--- src/me_pkg.sv ---
package me_pkg;

    // Operand width of the input fields; the serial multiplier steps through this many bits.
    localparam int OPER_W = 32;
    localparam int STEP_W = $clog2(OPER_W);

    typedef enum logic [2:0] {
        ST_IDLE,
        ST_PREP,
        ST_REDUCE,
        ST_BIT,
        ST_MUL,
        ST_SQUARE,
        ST_DONE
    } me_state_t;

    typedef struct packed {
        logic load_item;
        logic clear_acc;
        logic start_reduce;
        logic start_mul;
        logic start_square;
        logic write_pw;
        logic write_acc;
        logic shift_exp;
        logic load_result;
    } me_cmd_t;

    typedef struct packed {
        logic mod_zero;
        logic exp_zero;
        logic exp_lsb;
        logic mul_done;
    } me_status_t;

endpackage

--- src/me_mulred.sv ---
module me_mulred
    import me_pkg::*;
#(
    parameter int WIDTH = 32
)
(
    input  logic                 clk,
    input  logic                 rst_n,
    input  logic                 start,
    input  logic [WIDTH-1:0]     mcand,
    input  logic [OPER_W-1:0]    mplier,
    input  logic [WIDTH-1:0]     modulus,
    output logic                 done,
    output logic [WIDTH-1:0]     prod
);

    logic                busy_reg;
    logic                busy_next;
    logic                done_reg;
    logic                done_next;
    logic [STEP_W-1:0]   cnt_reg;
    logic [STEP_W-1:0]   cnt_next;
    logic [WIDTH-1:0]    r_reg;
    logic [WIDTH-1:0]    r_next;
    logic [WIDTH-1:0]    a_reg;
    logic [WIDTH-1:0]    a_next;
    logic [OPER_W-1:0]   m_reg;
    logic [OPER_W-1:0]   m_next;

    logic [WIDTH:0]      dbl;
    logic [WIDTH-1:0]    dbl_red;
    logic [WIDTH:0]      sum;
    logic [WIDTH-1:0]    sum_red;

    // One step of MSB-first interleaved multiply and reduce: r = (2r + bit*a) mod n.
    // Both partial values stay below 2n, so one conditional subtract each suffices.
    always_comb
    begin
        dbl = {r_reg, 1'b0};
        if (dbl >= {1'b0, modulus})
        begin
            dbl = dbl - {1'b0, modulus};
        end
        dbl_red = dbl[WIDTH-1:0];
        sum = {1'b0, dbl_red} + (m_reg[OPER_W-1] ? {1'b0, a_reg} : '0);
        if (sum >= {1'b0, modulus})
        begin
            sum = sum - {1'b0, modulus};
        end
        sum_red = sum[WIDTH-1:0];
    end

    always_comb
    begin
        busy_next = busy_reg;
        done_next = 1'b0;
        cnt_next  = cnt_reg;
        r_next    = r_reg;
        a_next    = a_reg;
        m_next    = m_reg;
        if (start)
        begin
            busy_next = 1'b1;
            cnt_next  = STEP_W'(OPER_W - 1);
            r_next    = '0;
            a_next    = mcand;
            m_next    = mplier;
        end
        else if (busy_reg)
        begin
            r_next   = sum_red;
            m_next   = {m_reg[OPER_W-2:0], 1'b0};
            cnt_next = cnt_reg - STEP_W'(1);
            if (cnt_reg == '0)
            begin
                busy_next = 1'b0;
                done_next = 1'b1;
            end
        end
    end

    always_ff @(posedge clk or negedge rst_n)
    begin
        if (!rst_n)
        begin
            busy_reg <= 1'b0;
            done_reg <= 1'b0;
        end
        else
        begin
            busy_reg <= busy_next;
            done_reg <= done_next;
        end
    end

    always_ff @(posedge clk)
    begin
        cnt_reg <= cnt_next;
        r_reg   <= r_next;
        a_reg   <= a_next;
        m_reg   <= m_next;
    end

    assign done = done_reg;
    assign prod = r_reg;

    a_no_restart: assert property (@(posedge clk) disable iff (!rst_n)
        start |-> !busy_reg)
        else $error("multiplier started while busy");

    a_done_after_busy: assert property (@(posedge clk) disable iff (!rst_n)
        done_reg |-> $past(busy_reg))
        else $error("multiplier done without a running product");

    a_last_step: assert property (@(posedge clk) disable iff (!rst_n)
        (busy_reg && !start && cnt_reg == '0) |=> (done_reg && !busy_reg))
        else $error("multiplier did not finish after its last step");

endmodule

--- src/me_datapath.sv ---
module me_datapath
    import me_pkg::*;
#(
    parameter int WIDTH = 32
)
(
    input  logic                 clk,
    input  logic                 rst_n,
    input  me_cmd_t              cmd,
    output me_status_t           status,
    input  logic [WIDTH-1:0]     modulus,
    input  logic [OPER_W-1:0]    base_value,
    input  logic [OPER_W-1:0]    exponent,
    output logic [OPER_W-1:0]    result
);

    logic [WIDTH-1:0]    acc_reg;
    logic [WIDTH-1:0]    acc_next;
    logic [WIDTH-1:0]    pw_reg;
    logic [WIDTH-1:0]    pw_next;
    logic [OPER_W-1:0]   exp_reg;
    logic [OPER_W-1:0]   exp_next;
    logic [OPER_W-1:0]   base_reg;
    logic [OPER_W-1:0]   base_next;
    logic [OPER_W-1:0]   result_reg;
    logic [OPER_W-1:0]   result_next;

    logic                mul_start;
    logic [WIDTH-1:0]    mul_mcand;
    logic [OPER_W-1:0]   mul_mplier;
    logic                mul_done;
    logic [WIDTH-1:0]    mul_prod;
    logic                mod_one;

    assign mod_one = (modulus == WIDTH'(1));

    // Reducing the base is a product with one (or zero when the modulus is one, so the
    // multiplicand stays below the modulus) and the full 32-bit base as multiplier.
    always_comb
    begin
        mul_start  = cmd.start_reduce | cmd.start_mul | cmd.start_square;
        mul_mcand  = pw_reg;
        mul_mplier = OPER_W'(pw_reg);
        if (cmd.start_reduce)
        begin
            mul_mcand  = mod_one ? '0 : WIDTH'(1);
            mul_mplier = base_reg;
        end
        else if (cmd.start_mul)
        begin
            mul_mplier = OPER_W'(acc_reg);
        end
    end

    me_mulred #(
        .WIDTH (WIDTH)
    ) u_mulred (
        .clk     (clk),
        .rst_n   (rst_n),
        .start   (mul_start),
        .mcand   (mul_mcand),
        .mplier  (mul_mplier),
        .modulus (modulus),
        .done    (mul_done),
        .prod    (mul_prod)
    );

    always_comb
    begin
        acc_next    = acc_reg;
        pw_next     = pw_reg;
        exp_next    = exp_reg;
        base_next   = base_reg;
        result_next = result_reg;
        if (cmd.load_item)
        begin
            acc_next  = WIDTH'(1);
            exp_next  = exponent;
            base_next = base_value;
        end
        if (cmd.clear_acc)
        begin
            acc_next = '0;
        end
        if (cmd.write_acc)
        begin
            acc_next = mul_prod;
        end
        if (cmd.write_pw)
        begin
            pw_next = mul_prod;
        end
        if (cmd.shift_exp)
        begin
            exp_next = {1'b0, exp_reg[OPER_W-1:1]};
        end
        if (cmd.load_result)
        begin
            result_next = OPER_W'(acc_reg);
        end
    end

    always_ff @(posedge clk)
    begin
        acc_reg    <= acc_next;
        pw_reg     <= pw_next;
        exp_reg    <= exp_next;
        base_reg   <= base_next;
        result_reg <= result_next;
    end

    always_comb
    begin
        status.mod_zero = (modulus == '0);
        status.exp_zero = (exp_reg == '0);
        status.exp_lsb  = exp_reg[0];
        status.mul_done = mul_done;
    end

    assign result = result_reg;

endmodule

--- src/me_ctrl.sv ---
module me_ctrl
    import me_pkg::*;
(
    input  logic        clk,
    input  logic        rst_n,
    input  logic        item_valid,
    output logic        item_ready,
    output logic        result_valid,
    input  logic        result_ready,
    input  me_status_t  status,
    output me_cmd_t     cmd
);

    me_state_t  state_reg;
    me_state_t  state_next;
    logic       result_valid_reg;
    logic       result_valid_next;
    logic       out_free;

    assign out_free = !result_valid_reg || result_ready;

    always_comb
    begin
        state_next = state_reg;
        unique case (state_reg)
            ST_IDLE:
            begin
                if (item_valid)
                begin
                    state_next = ST_PREP;
                end
            end
            ST_PREP:
            begin
                state_next = status.mod_zero ? ST_DONE : ST_REDUCE;
            end
            ST_REDUCE:
            begin
                if (status.mul_done)
                begin
                    state_next = ST_BIT;
                end
            end
            ST_BIT:
            begin
                if (status.exp_zero)
                begin
                    state_next = ST_DONE;
                end
                else if (status.exp_lsb)
                begin
                    state_next = ST_MUL;
                end
                else
                begin
                    state_next = ST_SQUARE;
                end
            end
            ST_MUL:
            begin
                if (status.mul_done)
                begin
                    state_next = ST_SQUARE;
                end
            end
            ST_SQUARE:
            begin
                if (status.mul_done)
                begin
                    state_next = ST_BIT;
                end
            end
            ST_DONE:
            begin
                if (out_free)
                begin
                    state_next = ST_IDLE;
                end
            end
            default:
            begin
                state_next = ST_IDLE;
            end
        endcase
    end

    always_comb
    begin
        cmd        = '0;
        item_ready = 1'b0;
        unique case (state_reg)
            ST_IDLE:
            begin
                item_ready    = 1'b1;
                cmd.load_item = item_valid;
            end
            ST_PREP:
            begin
                cmd.clear_acc    = status.mod_zero;
                cmd.start_reduce = !status.mod_zero;
            end
            ST_REDUCE:
            begin
                cmd.write_pw = status.mul_done;
            end
            ST_BIT:
            begin
                cmd.start_mul    = !status.exp_zero && status.exp_lsb;
                cmd.start_square = !status.exp_zero && !status.exp_lsb;
            end
            ST_MUL:
            begin
                cmd.write_acc    = status.mul_done;
                cmd.start_square = status.mul_done;
            end
            ST_SQUARE:
            begin
                cmd.write_pw  = status.mul_done;
                cmd.shift_exp = status.mul_done;
            end
            ST_DONE:
            begin
                cmd.load_result = out_free;
            end
            default:
            begin
                cmd = '0;
            end
        endcase
    end

    always_comb
    begin
        result_valid_next = result_valid_reg;
        if (cmd.load_result)
        begin
            result_valid_next = 1'b1;
        end
        else if (result_ready)
        begin
            result_valid_next = 1'b0;
        end
    end

    always_ff @(posedge clk or negedge rst_n)
    begin
        if (!rst_n)
        begin
            state_reg        <= ST_IDLE;
            result_valid_reg <= 1'b0;
        end
        else
        begin
            state_reg        <= state_next;
            result_valid_reg <= result_valid_next;
        end
    end

    assign result_valid = result_valid_reg;

    a_load_needs_room: assert property (@(posedge clk) disable iff (!rst_n)
        cmd.load_result |-> (!result_valid_reg || result_ready))
        else $error("result overwritten before it was taken");

    a_load_sets_valid: assert property (@(posedge clk) disable iff (!rst_n)
        cmd.load_result |=> result_valid_reg)
        else $error("loaded result not presented");

    a_item_leaves_idle: assert property (@(posedge clk) disable iff (!rst_n)
        (item_valid && item_ready) |=> (state_reg == ST_PREP))
        else $error("accepted beat did not start a computation");

endmodule

--- src/modular_exponentiation.sv ---
// Modular exponentiation, right-to-left binary square-and-multiply, one result beat per item.
// Each modular product runs on a bit-serial multiply-reduce unit in 32 steps.
// An item needs one product to reduce the base, one squaring per exponent bit up to the
// highest set bit, and one multiply per set bit.
// One item is in work at a time; a new item is accepted while the previous result waits.
// Reset (rst_n low, asynchronous) empties the block and sets the modulus to 1.
module modular_exponentiation
    import me_pkg::*;
#(
    parameter int WIDTH = 32
)
(
    input  logic                 clk,
    input  logic                 rst_n,

    // Configuration: the modulus register.
    input  logic                 cfg_wr_en,
    input  logic [OPER_W-1:0]    cfg_wr_data,

    // Input items.
    input  logic                 item_valid,
    output logic                 item_ready,
    input  logic [OPER_W-1:0]    base_value,
    input  logic [OPER_W-1:0]    exponent,

    // Result items.
    output logic                 result_valid,
    input  logic                 result_ready,
    output logic [OPER_W-1:0]    result
);

    // The modulus keeps only its low WIDTH bits, so every partial sum of the multiply-reduce unit fits in WIDTH+1 bits.
    logic [WIDTH-1:0]  modulus_reg;
    logic [WIDTH-1:0]  modulus_next;

    me_cmd_t     cmd;
    me_status_t  status;

    always_comb
    begin
        modulus_next = modulus_reg;
        if (cfg_wr_en)
        begin
            modulus_next = cfg_wr_data[WIDTH-1:0];
        end
    end

    always_ff @(posedge clk or negedge rst_n)
    begin
        if (!rst_n)
        begin
            modulus_reg <= WIDTH'(1);
        end
        else
        begin
            modulus_reg <= modulus_next;
        end
    end

    // The controller sequences base reduction, then per exponent bit an optional multiply
    // into the accumulator and a squaring of the running power. A zero modulus skips all
    // arithmetic and returns zero; a zero exponent returns one.
    me_ctrl u_ctrl (
        .clk          (clk),
        .rst_n        (rst_n),
        .item_valid   (item_valid),
        .item_ready   (item_ready),
        .result_valid (result_valid),
        .result_ready (result_ready),
        .status       (status),
        .cmd          (cmd)
    );

    // The datapath holds the accumulator, power, exponent shifter, result register and
    // the shared multiply-reduce unit.
    me_datapath #(
        .WIDTH (WIDTH)
    ) u_datapath (
        .clk        (clk),
        .rst_n      (rst_n),
        .cmd        (cmd),
        .status     (status),
        .modulus    (modulus_reg),
        .base_value (base_value),
        .exponent   (exponent),
        .result     (result)
    );

endmodule

--- config.mk ---
export PLATFORM = sky130hd
export DESIGN_NAME = modular_exponentiation
export DESIGN_NICKNAME = d
export VERILOG_FILES = /design/src/me_pkg.sv /design/src/me_mulred.sv /design/src/me_datapath.sv /design/src/me_ctrl.sv /design/src/modular_exponentiation.sv
export SDC_FILE = /design/constraint.sdc
export NUM_CORES = 1
export LEC_CHECK = 0
export BUFFER_PORTS_ARGS = -buffer_cell sky130_fd_sc_hd__clkbuf_2
export CORE_UTILIZATION = 40
export DETAILED_ROUTE_END_ITERATION = 8
export SETUP_SLACK_MARGIN = 0.15
export SYNTH_ARGS = -nofsm -noshare
export SYNTH_HDL_FRONTEND = slang
export SYNTH_SLANG_ARGS = --single-unit
--- constraint.sdc ---
create_clock -name clk -period 8.9 [get_ports clk]
set_input_delay 0.445 -clock clk [delete_from_list [all_inputs] [get_ports clk]]
set_output_delay 0.445 -clock clk [all_outputs]
set_load 0.01 [all_outputs]
==> metrics.md <==
| Metric | Value |
|---|---|
| Reg2reg setup slack | `760 ps` |
| Sequential area share after synthesis | `0.488` |
| Syn Area/Cell | `10.3 sq um` |
| Worst-path clk slew | `60 ps` |
| Clock latency on the worst-skew pair | `560 ps` |
| Post-route DRC | `0` |
| Worst Tran Pin Value | `1290 ps` |
| VDD IR max | `0.142 mV` |
| Critical path's slowest cell | `or4_1` |
| Post-layout nets | `1,987` |
| Port bufs | `134` |
| Post-synth top cells | `223 x edfxtp_1, 163 x a21oi_1, 144 x nand2_1` |
| GP Congestion | `0.970` |
| H-tree Lvls | `2` |
| Post-synth EDFFs | `223` |
| Ports | `135` |
| Crit Path Class | `reg -> reg` |
| Antenna violations before repair | `0` |
| Top-count cell post-synth | `edfxtp_1` |
| WL per Instance | `20.4 um` |
| Post-Synth Adder-Cell Area | `0.0739` |
| Worst setup margin | `757 ps` |
| DR vias | `13,000` |
| Ys flop type | `edfxtp_1` |
| Clock skew | `32.3 ps` |
| Starting density of the core | `0.408` |
| Final setup fails | `0` |
| Data required, critical path | `9360 ps` |
| CP Launch Type | `register` |
| Vias in the first global route | `12,600` |
| Yosys warns | `0` |
| Worst Hold Class | `in -> reg` |
| FF-to-FF End | `u_datapath.u_mulred.prod[0]` |
| GR Overflow Total | `0` |
| Post-route minimum period | `8140 ps` |
| Top area cells in the synthesized netlist | `edfxtp_1 39%, ha_1 7.0%, dfrtp_1 5.4%` |
| Final Max Slew Viols | `0` |
| Layout area overhead | `13.3%` |
| Global-route wire length before repair | `73.9 mm` |
| Max_cap viols | `0` |
| Register bit count reported by yosys | `299` |
| Clock sink count | `299` |
| Worst Hold Path Cells | `1` |
| Data arrival, critical path | `8600 ps` |
| Chip width | `210 um` |
| Largest family of logic cells by synthesized area | `compound AO/OA/AOI/OAI gates` |
| Reg-to-Reg Start | `modulus_reg[1]` |
| Hold Path Origin | `base_value[21]` |
| Post-synthesis simple-gate area fraction | `0.138` |
| Core area | `42,200 sq um` |
| Critical path fanouts, max | `37` |
| Antenna-violating nets left | `0` |
| Power Density | `158 nW/um^2` |
| Total CTS buffers | `35` |
| Period utilisation layout | `0.915` |
| First-pass DRT Iterations | `5` |
| Diode count | `0` |
| P_leak | `8.18 nW` |
| Final cell utilization of the core | `0.462` |
| Dpl ws | `587 ps` |
| Yosys cell types | `80` |
| RSZ-0062 raised after global routing | `no` |
| DIE AREA | `43,900 sq um` |
| Yosys top cell area share | `0.389` |
| Hold Crit Endpoint | `u_datapath.base_reg[21]` |
| Max Fclk | `123 MHz` |
| Post-synth ARST share | `0.127` |
| # rows | `75` |
| Slew HR | `0.136` |
| CTS tree | `yes` |
| Setup crit end kind | `register` |
| Vias per inst | `5.53` |
| Synth Instances | `1,669` |
| Post-synthesis compound-gate area fraction | `0.166` |
| Post-CTS Repair Setup Buffers | `0` |
| Largest net degree at the start of global routing | `102` |
| Overall power | `0.00308 W` |
| Cell area after synthesis | `17,200 sq um` |
| Fraction of layout cells with a size suffix above 1 | `0.148` |
| Clock root buffer | `clkbuf_16` |
| Outcome | `finished, final reports clean` |
| Post-synth top area cell | `edfxtp_1` |
| Syn_nets | `1,870` |
| Final hold violation count | `0` |
| Total Routed Length | `48.0 mm` |
| Xor/xnor share of the synthesized area | `0.0417` |
| Die H | `210 um` |
| TNS Setup | `0 ps` |
| CP max stage delay | `540 ps` |
| R2R depth | `32` |
| Multiplexer share of the synthesized area | `0.0617` |
| Clk buf depth | `3` |
| Iter 0 DRT Violations | `855` |
| Hpwl dp | `36.0 mm` |
| GRT Total Usage | `0.219` |
[cells in the final DEF (no fill, tap or decap), types with 54 or more instances in the layout]
master    netlist  final
edfxtp_1      223    223
a21oi_1       163    163
nand2_1       144    143
clkbuf_2        0    134
nor2_1        114    110
o21ai_0       101    101
ha_1           97     97
and2_1         66     66
inv_1          62     62
o21ai_1        58     58
mux2i_1        54     54
[where the power goes]
part / internal (W) / switching, W
registers: 0.00150 / 0.00000944
clock network: 0.000787 / 0.000582
logic: 0.0000772 / 0.000125
total: 0.00236 / 0.000716
[worst max path at each step]
stage	from	endpoint	slack (ps)	cells after the start
3_5_place_dp	modulus_reg[1]	u_datapath.u_mulred.prod[0]	590	30
3_3_place_gp	modulus_reg[1]	u_datapath.u_mulred.prod[0]	730	30
5_1_grt	modulus_reg[1]	u_datapath.u_mulred.prod[0]	190	32
6_report	modulus_reg[1]	u_datapath.u_mulred.prod[0]	760	32
4_1_cts	modulus_reg[1]	u_datapath.u_mulred.prod[0]	520	30
2_1_floorplan	modulus_reg[1]	u_datapath.u_mulred.prod[10]	2240	31
[worst max-delay path, delay by kind of cell, from the launching register on]
| family | cells | cell delay [ps] |
|---|---|---|
| AOI/OAI and AO/OA | 15 | 3710 |
| buffers and inverters | 4 | 790 |
| xor gates and xnor gates | 1 | 180 |
| and+or+nand+nor | 7 | 1290 |
| adders and majority gates | 3 | 1040 |
| muxes | 2 | 590 |
| DFF | 1 | 420 |
[cell families (layout without fill, tap and decap cells)]
kind of cell,after synthesis,count (layout)
simple gates,485,485
compound gates,474,474
flops,299,299
buf+inv,132,272
fa+ha+maj,100,100
mux,97,97
xor+xnor,82,82
[area by class of cell]
class,count,area [sq um]
fillers,3947,22700
flip-flops and latches,299,8410
multi-input cells,1238,8340
clock buffers,45,913
repair buffers,149,798
well taps,539,674
inverters,63,236
clock inverters,15,143
[layer usage]
layer / share of wire / wire length, um / vias up / GRT usage
met1: 0.51 / 24400 / 6217 / 0.337
li1: - / - / 6340 / -
met2: 0.41 / 19800 / 381 / 0.316
met5: 0 / 0 / - / 0
met4: 0.018 / 876 / 0 / 0.0534
met3: 0.061 / 2940 / 55 / 0.0380
[stage by stage]
step / hold slack, ps / instance area [sq um] / instances
floorplan: 149 / 17200 / 1669
global placement: 430 / 18400 / 2287
detailed placement: 432 / 18400 / 2287
CTS: 48.4 / 19500 / 2348
global route: 56.5 / 19500 / 2348
finish: 75.6 / 19500 / 2348
[timing repair]
| item | in CTS | in global routing |
|---|---|---|
| hold endpoints to repair | 37 | 0 |
| resized for setup | 0 | 2 |
| endpoints found under the setup margin | 0 | 16 |
| hold buffers | 1 | 0 |
Power figures use the tool's default switching activity.
